File: config.mk
export PLATFORM = sky130hd
export DESIGN_NAME = http_header_byte_parser_core
export DESIGN_NICKNAME = d
export VERILOG_FILES = /design/src/hhbp_pkg.sv /design/src/http_header_byte_parser_core.sv /design/src/hhbp_step.sv
export SDC_FILE = /design/constraint.sdc
export NUM_CORES = 1
export LEC_CHECK = 0
export BUFFER_PORTS_ARGS = -buffer_cell sky130_fd_sc_hd__buf_4
export CAP_MARGIN = 5
export CORE_MARGIN = 4
export CORE_UTILIZATION = 45
export DETAILED_ROUTE_END_ITERATION = 8
export GPL_ROUTABILITY_DRIVEN = 0
export GPL_TIMING_DRIVEN = 0
export HOLD_SLACK_MARGIN = 0.05
export SYNTH_ARGS = -nofsm -noshare
export SYNTH_HDL_FRONTEND = slang
export SYNTH_SLANG_ARGS = --single-unit
File: constraint.sdc
create_clock -name clk -period 3.29 [get_ports clk]
set_clock_uncertainty 0.05 [all_clocks]
set_input_delay 0.4935 -clock clk [delete_from_list [all_inputs] [get_ports clk]]
set_output_delay 0.4935 -clock clk [all_outputs]
set_load 0.01 [all_outputs]
File: src/hhbp_pkg.sv
package hhbp_pkg;

	// Parser states, one-hot
	typedef enum logic [8:0] {
		ST_START  = 9'b000000001,
		ST_KEY    = 9'b000000010,
		ST_COLON  = 9'b000000100,
		ST_SPACE  = 9'b000001000,
		ST_VALUE  = 9'b000010000,
		ST_CR     = 9'b000100000,
		ST_LF     = 9'b001000000,
		ST_END_CR = 9'b010000000,
		ST_BODY   = 9'b100000000
	} state_t;

	localparam int unsigned OFFSET_W = 10;

	localparam logic [7:0] CH_COLON = 8'h3A;
	localparam logic [7:0] CH_CR    = 8'h0D;
	localparam logic [7:0] CH_LF    = 8'h0A;
	localparam logic [7:0] CH_SPACE = 8'h20;

	localparam logic [OFFSET_W-1:0] MAX_VALUE_OFFSET_RESET = OFFSET_W'(255);

	// Byte classes
	localparam logic [1:0] CLS_DELIM = 2'd0;
	localparam logic [1:0] CLS_KEY   = 2'd1;
	localparam logic [1:0] CLS_VALUE = 2'd2;
	localparam logic [1:0] CLS_BODY  = 2'd3;

	// Error kinds
	localparam logic [2:0] ERR_NONE         = 3'd0;
	localparam logic [2:0] ERR_KEY_CRLF     = 3'd1;
	localparam logic [2:0] ERR_NO_SPACE     = 3'd2;
	localparam logic [2:0] ERR_TOO_LONG     = 3'd3;
	localparam logic [2:0] ERR_CR_NO_LF     = 3'd4;
	localparam logic [2:0] ERR_END_CR_NO_LF = 3'd5;

	typedef struct packed {
		logic [7:0] byte_echo;
		logic [1:0] byte_class;
		logic       key_first;
		logic       value_first;
		logic       pair_done;
		logic       headers_done;
		logic [2:0] error_kind;
	} result_t;

	typedef struct packed {
		state_t              state;
		logic [OFFSET_W-1:0] value_offset;
		logic [2:0]          error_latch;
	} parse_ctx_t;

endpackage

File: src/http_header_byte_parser_core.sv
// Channel  | Handshake             | Payload
// ---------+-----------------------+-------------------------------------------
// input    | in_valid / in_stall   | action, data_byte
// output   | out_valid / out_stall | byte_echo, byte_class, key_first,
//          |                       | value_first, pair_done, headers_done,
//          |                       | error_kind
// config   | cfg_wr_en             | cfg_wr_data (max_value_offset)
//
// One request per cycle sustained while out_stall is low; a request passes the input
// register and then the result register, with one state update per request in between.
// arst_n clears the parser state, the value offset, the error latch, both
// valid flags, and loads max_value_offset with 255.
// out_stall holds the result register; the input register then fills and
// in_stall rises only while it is occupied and cannot advance.
module http_header_byte_parser_core (
	input  logic                          clk,
	input  logic                          arst_n,
	input  logic                          in_valid,
	output logic                          in_stall,
	input  logic                          action,
	input  logic [7:0]                    data_byte,
	input  logic                          cfg_wr_en,
	input  logic [hhbp_pkg::OFFSET_W-1:0] cfg_wr_data,
	output logic                          out_valid,
	input  logic                          out_stall,
	output logic [7:0]                    byte_echo,
	output logic [1:0]                    byte_class,
	output logic                          key_first,
	output logic                          value_first,
	output logic                          pair_done,
	output logic                          headers_done,
	output logic [2:0]                    error_kind
);

	logic                          valid_s1;
	logic                          action_s1;
	logic [7:0]                    byte_s1;
	logic                          valid_s2;
	hhbp_pkg::result_t             res_s2;
	hhbp_pkg::result_t             res_next;
	hhbp_pkg::parse_ctx_t          ctx_q;
	hhbp_pkg::parse_ctx_t          ctx_next;
	logic [hhbp_pkg::OFFSET_W-1:0] max_value_offset_q;
	logic                          s2_free;
	logic                          advance;
	logic                          accept;

	// result register drains or is empty -> stage 1 may move
	assign s2_free  = !valid_s2 || !out_stall;
	assign advance  = valid_s1 && s2_free;
	assign in_stall = valid_s1 && !s2_free;
	assign accept   = in_valid && !in_stall;

	always_ff @(posedge clk or negedge arst_n) begin
		if (!arst_n) begin
			max_value_offset_q <= hhbp_pkg::MAX_VALUE_OFFSET_RESET;
		end else if (cfg_wr_en) begin
			max_value_offset_q <= cfg_wr_data;
		end
	end

	// Input register: load on accept, drop on advance
	always_ff @(posedge clk or negedge arst_n) begin
		if (!arst_n) begin
			valid_s1 <= 1'b0;
		end else if (accept) begin
			valid_s1 <= 1'b1;
		end else if (advance) begin
			valid_s1 <= 1'b0;
		end
	end

	always_ff @(posedge clk) begin
		if (accept) begin
			action_s1 <= action;
			byte_s1   <= data_byte;
		end
	end

	hhbp_step u_step (
		.action           (action_s1),
		.data_byte        (byte_s1),
		.max_value_offset (max_value_offset_q),
		.ctx              (ctx_q),
		.ctx_next         (ctx_next),
		.res              (res_next)
	);

	// Parser context advances once per request leaving stage 1
	always_ff @(posedge clk or negedge arst_n) begin
		if (!arst_n) begin
			ctx_q.state        <= hhbp_pkg::ST_START;
			ctx_q.value_offset <= '0;
			ctx_q.error_latch  <= hhbp_pkg::ERR_NONE;
		end else if (advance) begin
			ctx_q <= ctx_next;
		end
	end

	// Result register
	always_ff @(posedge clk or negedge arst_n) begin
		if (!arst_n) begin
			valid_s2 <= 1'b0;
		end else if (s2_free) begin
			valid_s2 <= valid_s1;
		end
	end

	always_ff @(posedge clk) begin
		if (advance) begin
			res_s2 <= res_next;
		end
	end

	assign out_valid    = valid_s2;
	assign byte_echo    = res_s2.byte_echo;
	assign byte_class   = res_s2.byte_class;
	assign key_first    = res_s2.key_first;
	assign value_first  = res_s2.value_first;
	assign pair_done    = res_s2.pair_done;
	assign headers_done = res_s2.headers_done;
	assign error_kind   = res_s2.error_kind;

endmodule

File: src/hhbp_step.sv
module hhbp_step (
	input  logic                         action,
	input  logic [7:0]                   data_byte,
	input  logic [hhbp_pkg::OFFSET_W-1:0] max_value_offset,
	input  hhbp_pkg::parse_ctx_t         ctx,
	output hhbp_pkg::parse_ctx_t         ctx_next,
	output hhbp_pkg::result_t            res
);

	logic [2:0] err;

	always_comb begin
		ctx_next        = ctx;
		err             = hhbp_pkg::ERR_NONE;
		res             = '0;
		res.byte_echo   = data_byte;
		if (action) begin
			// restart: clear everything, echo zero
			ctx_next.state        = hhbp_pkg::ST_START;
			ctx_next.value_offset = '0;
			ctx_next.error_latch  = hhbp_pkg::ERR_NONE;
			res.byte_echo         = '0;
		end else if (ctx.error_latch != hhbp_pkg::ERR_NONE) begin
			// hold state, repeat latched error
			res.error_kind = ctx.error_latch;
		end else begin
			unique case (ctx.state)
				hhbp_pkg::ST_KEY: begin
					if (data_byte == hhbp_pkg::CH_COLON) begin
						ctx_next.state = hhbp_pkg::ST_COLON;
					end else if (data_byte == hhbp_pkg::CH_CR || data_byte == hhbp_pkg::CH_LF) begin
						err = hhbp_pkg::ERR_KEY_CRLF;
					end else begin
						res.byte_class = hhbp_pkg::CLS_KEY;
					end
				end
				hhbp_pkg::ST_COLON: begin
					if (data_byte == hhbp_pkg::CH_SPACE) begin
						ctx_next.state = hhbp_pkg::ST_SPACE;
					end else begin
						err = hhbp_pkg::ERR_NO_SPACE;
					end
				end
				hhbp_pkg::ST_SPACE: begin
					// any byte opens the value, CR included
					res.byte_class        = hhbp_pkg::CLS_VALUE;
					res.value_first       = 1'b1;
					ctx_next.value_offset = '0;
					ctx_next.state        = hhbp_pkg::ST_VALUE;
				end
				hhbp_pkg::ST_VALUE: begin
					if (data_byte == hhbp_pkg::CH_CR) begin
						ctx_next.state = hhbp_pkg::ST_CR;
					end else if (ctx.value_offset >= max_value_offset) begin
						err = hhbp_pkg::ERR_TOO_LONG;
					end else begin
						ctx_next.value_offset = ctx.value_offset + 1'b1;
						res.byte_class        = hhbp_pkg::CLS_VALUE;
					end
				end
				hhbp_pkg::ST_CR: begin
					if (data_byte == hhbp_pkg::CH_LF) begin
						res.pair_done  = 1'b1;
						ctx_next.state = hhbp_pkg::ST_LF;
					end else begin
						err = hhbp_pkg::ERR_CR_NO_LF;
					end
				end
				hhbp_pkg::ST_LF: begin
					if (data_byte == hhbp_pkg::CH_CR) begin
						ctx_next.state = hhbp_pkg::ST_END_CR;
					end else begin
						res.byte_class = hhbp_pkg::CLS_KEY;
						res.key_first  = 1'b1;
						ctx_next.state = hhbp_pkg::ST_KEY;
					end
				end
				hhbp_pkg::ST_END_CR: begin
					if (data_byte == hhbp_pkg::CH_LF) begin
						res.headers_done = 1'b1;
						ctx_next.state   = hhbp_pkg::ST_BODY;
					end else begin
						err = hhbp_pkg::ERR_END_CR_NO_LF;
					end
				end
				hhbp_pkg::ST_BODY: begin
					res.byte_class = hhbp_pkg::CLS_BODY;
				end
				default: begin
					// start: skip leading CR and LF
					if (data_byte != hhbp_pkg::CH_CR && data_byte != hhbp_pkg::CH_LF) begin
						res.byte_class = hhbp_pkg::CLS_KEY;
						res.key_first  = 1'b1;
						ctx_next.state = hhbp_pkg::ST_KEY;
					end else begin
						ctx_next.state = hhbp_pkg::ST_START;
					end
				end
			endcase
			ctx_next.error_latch = err;
			res.error_kind       = err;
		end
	end

endmodule

* Word-level counts from Yosys, hierarchy flattened *
Cells that the tools add are included.

storage, ports and cells
  register bits after elaboration = 60
  word-level logic and storage cells = 97
  input bits = 24

cells by class
  $lt $le $gt $ge = 1
  reduce and logical (&&, ||, !) cells = 21
  equality and inequality tests = 23
  mux-type cells = 34
  add/subtract/negate cells = 1
  bitwise operators = 2

operators with widths
  kind                                                    number
  one-hot mux 9 bit (8 select lines)                      1
  2-to-1 mux 9 bit                                        5
  2-to-1 mux 22 bit                                       2
  2-to-1 mux 10 bit                                       2
  one-hot mux 10 bit (2 select lines)                     1
  2-to-1 mux 2 bit                                        9
  equality test 8 x 4 -> 1 bit (second input constant)    2
  equality test 8 x 6 -> 1 bit (second input constant)    2
  inequality test 8 x 4 -> 1 bit (second input constant)  2
  inequality test 3 x 2 -> 1 bit (second input constant)  5
  one-hot mux 3 bit (5 select lines)                      1
  one-hot mux 2 bit (6 select lines)                      1
  adder 10 x 1 -> 10 bit (second input constant)          1
  greater-or-equal comparator 10 bit                      1
  equality test 9 x 2 -> 1 bit (second input constant)    1
  equality test 9 x 3 -> 1 bit (second input constant)    1
  equality test 9 x 4 -> 1 bit (second input constant)    1
  equality test 9 x 5 -> 1 bit (second input constant)    1
  equality test 9 x 6 -> 1 bit (second input constant)    1
  equality test 9 x 7 -> 1 bit (second input constant)    1
  equality test 9 x 8 -> 1 bit (second input constant)    1
  equality test 9 bit (second input constant)             1
  2-to-1 mux 3 bit                                        3
  OR reduction 3 bit                                      3
  other kinds (16)                                        33

* Depth between registers and ports, before layout *
  word-level depth = 7
  gate-level depth with buffers = 9

* Hierarchy *
A second synthesis with hierarchy kept.

unflattened totals
  cell total of the unflattened synthesis = 347
  area, all modules = 3565.9 sq um

modules (own cells, without submodules)
  module                        cells an instance  seq. area each (sq um)  area an instance (sq um)  instances
  http_header_byte_parser_core  101                1642.8                  2078.2                    1
  hhbp_step                     246                0.0                     1487.7                    1

* Least setup slack after synthesis *
Ideal clock, no wire load.

  path type = register -> register
  start point = register max_value_offset_q[7] in the netlist's numbering
  end point = register ctx_q[3] in the netlist's numbering
  stages on the path, launching flop included = 10
  setup time = 0.125 ns
  required time = 3.115 ns
  path buffers = 1
  clock period less this slack = 2.418 ns
  slack = 0.872 ns
  data arrival time = 2.243 ns
  cells stage by stage = dfstp_2 > inv_1 > ha_1 > a211o_1 > a21oi_1 > o31ai_1 > or3_4 > buf_2 > a21o_1 > mux2_2

between the ends
  word-level cells in the longest chain between the ends = 3

RTL lines
  what                                    line                                RTL
  start: declaration                      http_header_byte_parser_core.sv:43  logic [hhbp_pkg::OFFSET_W-1:0] max_value_offset_q;
  start signal: assignment                http_header_byte_parser_core.sv:56  max_value_offset_q <= hhbp_pkg::MAX_VALUE_OFFSET_RESET;
  start signal: assignment                http_header_byte_parser_core.sv:58  max_value_offset_q <= cfg_wr_data;
  greater-or-equal comparator 10 bit      hhbp_step.sv:54                     end else if (ctx.value_offset >= max_value_offset) begin
  inequality test 3 bit (no source line)  n/a
  AND reduction 5 bit (no source line)    n/a
  end signal: assignment                  http_header_byte_parser_core.sv:96  ctx_q <= ctx_next;
  end: declaration                        http_header_byte_parser_core.sv:41  hhbp_pkg::parse_ctx_t ctx_q;

Every way passes these cells.
A chain may end at the register's enable or synchronous reset.

* Worst setup path in the final report *
  start point = register valid_s2 (netlist: out_valid)
  end point = register ctx_q[20] in the netlist's numbering

between the ends
  word-level cells in the longest chain between the ends = 4

RTL lines
  what                                  line                                 RTL
  start: declaration                    http_header_byte_parser_core.sv:38   logic valid_s2;
  start signal: assignment              http_header_byte_parser_core.sv:105  valid_s2 <= valid_s1;
  logical NOT 1 bit                     http_header_byte_parser_core.sv:49   assign s2_free = !valid_s2 || !out_stall;
  logical OR 1 bit                      http_header_byte_parser_core.sv:49
  logical AND 1 bit                     http_header_byte_parser_core.sv:50   assign advance = valid_s1 && s2_free;
  named net advance                     http_header_byte_parser_core.sv:45   logic advance;
  AND reduction 8 bit (no source line)  n/a

The timed path passes the listed nets, and every way through them passes these cells.

==> results_dict.tcl <==
set metrics [dict create \
    status "finished, final reports clean" \
    postCtsSetupRepairBufs 0 \
    fin_crit_sh 0.842 \
    ios 43 \
    wire_per_inst_um 14.8 \
    cp_max_fo 21 \
    synthesis.nets 333 \
    num_rows 30 \
    areaGrowthSynthToFinish_pct 20.3 \
    fillers 597 \
    timing_worst_setup_path_type "register to register" \
    final-max-slew-violation-count 0 \
    cts.reportedPaths.clkPinSlew_ps 70 \
    htree_num_levels 3 \
    synth.most_common_cell "nand2_1" \
    rsz0062_at_grt "no" \
    synth_edf_count 26 \
    synth_top_family_by_area "simple AND/OR/NAND/NOR gates" \
    internal_power_uw 1360 \
    yosysTopAreaCellShare 0.249 \
    synth_common_cells "33 x nand2_1, 26 x edfxtp_1, 25 x dfrtp_1, 18 x inv_1, 18 x nor2_1" \
    layout.nets 385 \
    placed_cells 435 \
    fp.dieH_um 91.4 \
    crit_slowest_cell "a21boi_2" \
    globalRouteMet2Util 0.281 \
    vdd_ir_drop_max_v 0.000206 \
    overflow 0 \
    crit_chain "a21boi_2 -> o21a_1 -> o211ai_1 -> o31a_4 -> a21o_2 -> a22o_1" \
    drtIter0Drc 85 \
    synth_compound_area_frac 0.151 \
    ctsHoldBuffers 0 \
    grtUsageMet3 0.0406 \
    drt_wl_total_mm 6.68 \
    netlist_top_cells_area "edfxtp_1 25%, dfrtp_1 20%, dfstp_2 7.6%" \
    grt_pass1_vias 2282 \
    drc_errors 0 \
    dp_hpwl_mm 4.89 \
    fin_crit_ps 2770 \
    avgSynthCellArea_sq_um 10.5 \
    synth_fa_ha_area_frac 0.0439 \
    slew_headroom 0.255 \
    grt_start_max_net_pins 35 \
    finalPower_uw 1810 \
    finish.utilization 0.555 \
    use_met1 0.209 \
    multi_input_area_sq_um 1360 \
    fin_tns_setup_ps 0 \
    max_freq_mhz 361 \
    required_ps 3470 \
    ys_seq_area_frac 0.525 \
    critPathCaptureType "register" \
    switching_share 0.246 \
    synthFlopType "edfxtp_1" \
    whs_ps 40.7 \
    start_util 0.461 \
    p_seq_frac 0.478 \
    cts_tree "done" \
    dr.pass1.iters 4 \
    yosys.cell_types.count 59 \
    switchingPower_uw 445 \
    antenna_found_initial 0 \
    grt_use_total 0.169 \
    cpPeakStageDelay_ps 880 \
    power_density_nw_per_um2 479 \
    path_buf_inv 0 \
    hold_viol 0 \
    cp_top_family "compound AO/OA/AOI/OAI gates" \
    synth_area_sq_um 3130 \
    ys_warn_count 0 \
    die_area_sq_um 8360 \
    critical_path_arrival_ps 2950 \
    hp-class "primary input to async pin" \
    die_width_um 91.4 \
    post_drt_via_cell_ratio 5.39 \
    clock_path_buffers 2 \
    cap_violations 0 \
    p_comb_frac 0.123 \
    async_reset_ff_frac 0.567 \
    drive_gt1_frac 0.248 \
    diodes 0 \
    ant_nets 0 \
    pwr-share-clk 0.399 \
    yosys.area_share.simple 0.221 \
    synth_top_area_cell "edfxtp_1" \
    post_cts_resized 0 \
    vias 2429 \
    busiest_layer "met2" \
    cts_root_buf "clkbuf_8" \
    port_buffers 41 \
    seq_area_sq_um 1640 \
    cts.sinks 60 \
    setup_viol 0 \
    grt_pass1_wl_mm 11.0 \
    cts_inserted_buffers 9 \
    crit_path_start_kind "register" \
    synth_seq_cells 60 \
    final_cells 451 \
    insertion_delay_ps 350 \
    worstMarginPinSlew_ps 1110 \
    leakage_uw 0.00167 \
    synth_mux_area_frac 0.0104 \
    synth_cells 298 \
    synth-xor-area-share 0.00839 \
    core_sq_um 6790 \
]
metal layers:
metal  vias up  share of wire
met5         -              0
met4         0          0.016
met3        11          0.045
met2        52           0.49
met1      1151           0.45
li1       1215              -
state kept, by name, indices dropped and copies added, names as in the netlist:
name and count:
valid_s1 1, headers_done 1, byte_class 2, error_kind 3
value_first 1, ctx_q 22, pair_done 1, max_value_offset_q 10
out_valid 1, byte_s1 8, action_s1 1, key_first 1
byte_echo 8
through the flow:
stage                     setup WS [ps]  area (sq um)
after floorplan                     872          3130
after global placement              390          3560
after detailed placement            376          3560
after CTS                           508          3770
after global routing                305          3770
final                               520          3770
cells in the final DEF (no fill, tap or decap), drive strengths merged, types with 4 or more instances in the layout:
cell | Yosys | routed
inv | 18 | 18
edfxtp | 26 | 26
dfrtp | 25 | 25
o21ai | 19 | 19
or4 | 7 | 7
nand2 | 35 | 35
a21oi | 9 | 9
clkbuf | 4 | 15
nand3 | 15 | 15
nor2b | 8 | 8
nor3 | 9 | 9
dfstp | 9 | 9
buf | 8 | 49
o211ai | 8 | 8
nand4 | 9 | 9
nor4 | 4 | 4
a21o | 5 | 5
ha | 11 | 11
nor2 | 18 | 18
power groups by stage:
stage	combinational, uW	sequential (uW)	clock [uW]
final	222	863	721
after global routing	245	870	770
after CTS	223	864	737
after detailed placement	222	878	0
after global placement	219	878	0
after floorplan	126	883	0
final timing paths:
path                                               to  slack, ps  cells after the start          from
worst max-delay path                        ctx_q[20]        520                      6     out_valid
worst min-delay path                         ctx_q[2]         40                      1        arst_n
worst max register to register              ctx_q[20]        520                      6     out_valid
worst min register to register              out_valid        430                      1      valid_s1
max in group asynchronous       max_value_offset_q[5]       2780                      1        arst_n
min in group clk                           byte_s1[0]        270                      1  data_byte[0]
worst register-to-register path: stages, from the launching register on:
cell and delay (ps):
dfrtp_1 410, a21boi_2 880, o21a_1 340, o211ai_1 160, o31a_4 350, a21o_2 240, a22o_1 240
cell families (layout without fill, tap and decap cells):
group,Yosys count,in the layout
AO/OA/AOI/OAI,68,68
XOR/XNOR,3,3
adder cells (fa/ha/maj),11,11
buffers and inverters,30,87
flip-flops,60,60
multiplexers,3,3
AND/OR/NAND/NOR,123,123
layout make-up:
cell class / instances / area share
inverters: 18 / 0.0179
clock inverters: 5 / 0.0206
flip-flops and latches: 60 / 0.436
multi-input cells: 208 / 0.361
repair buffers: 41 / 0.0817
well taps: 96 / 0.0319
clock buffers: 11 / 0.0349
plain buffers: 12 / 0.0163
Note: power is estimated with default switching activity, not from simulation.
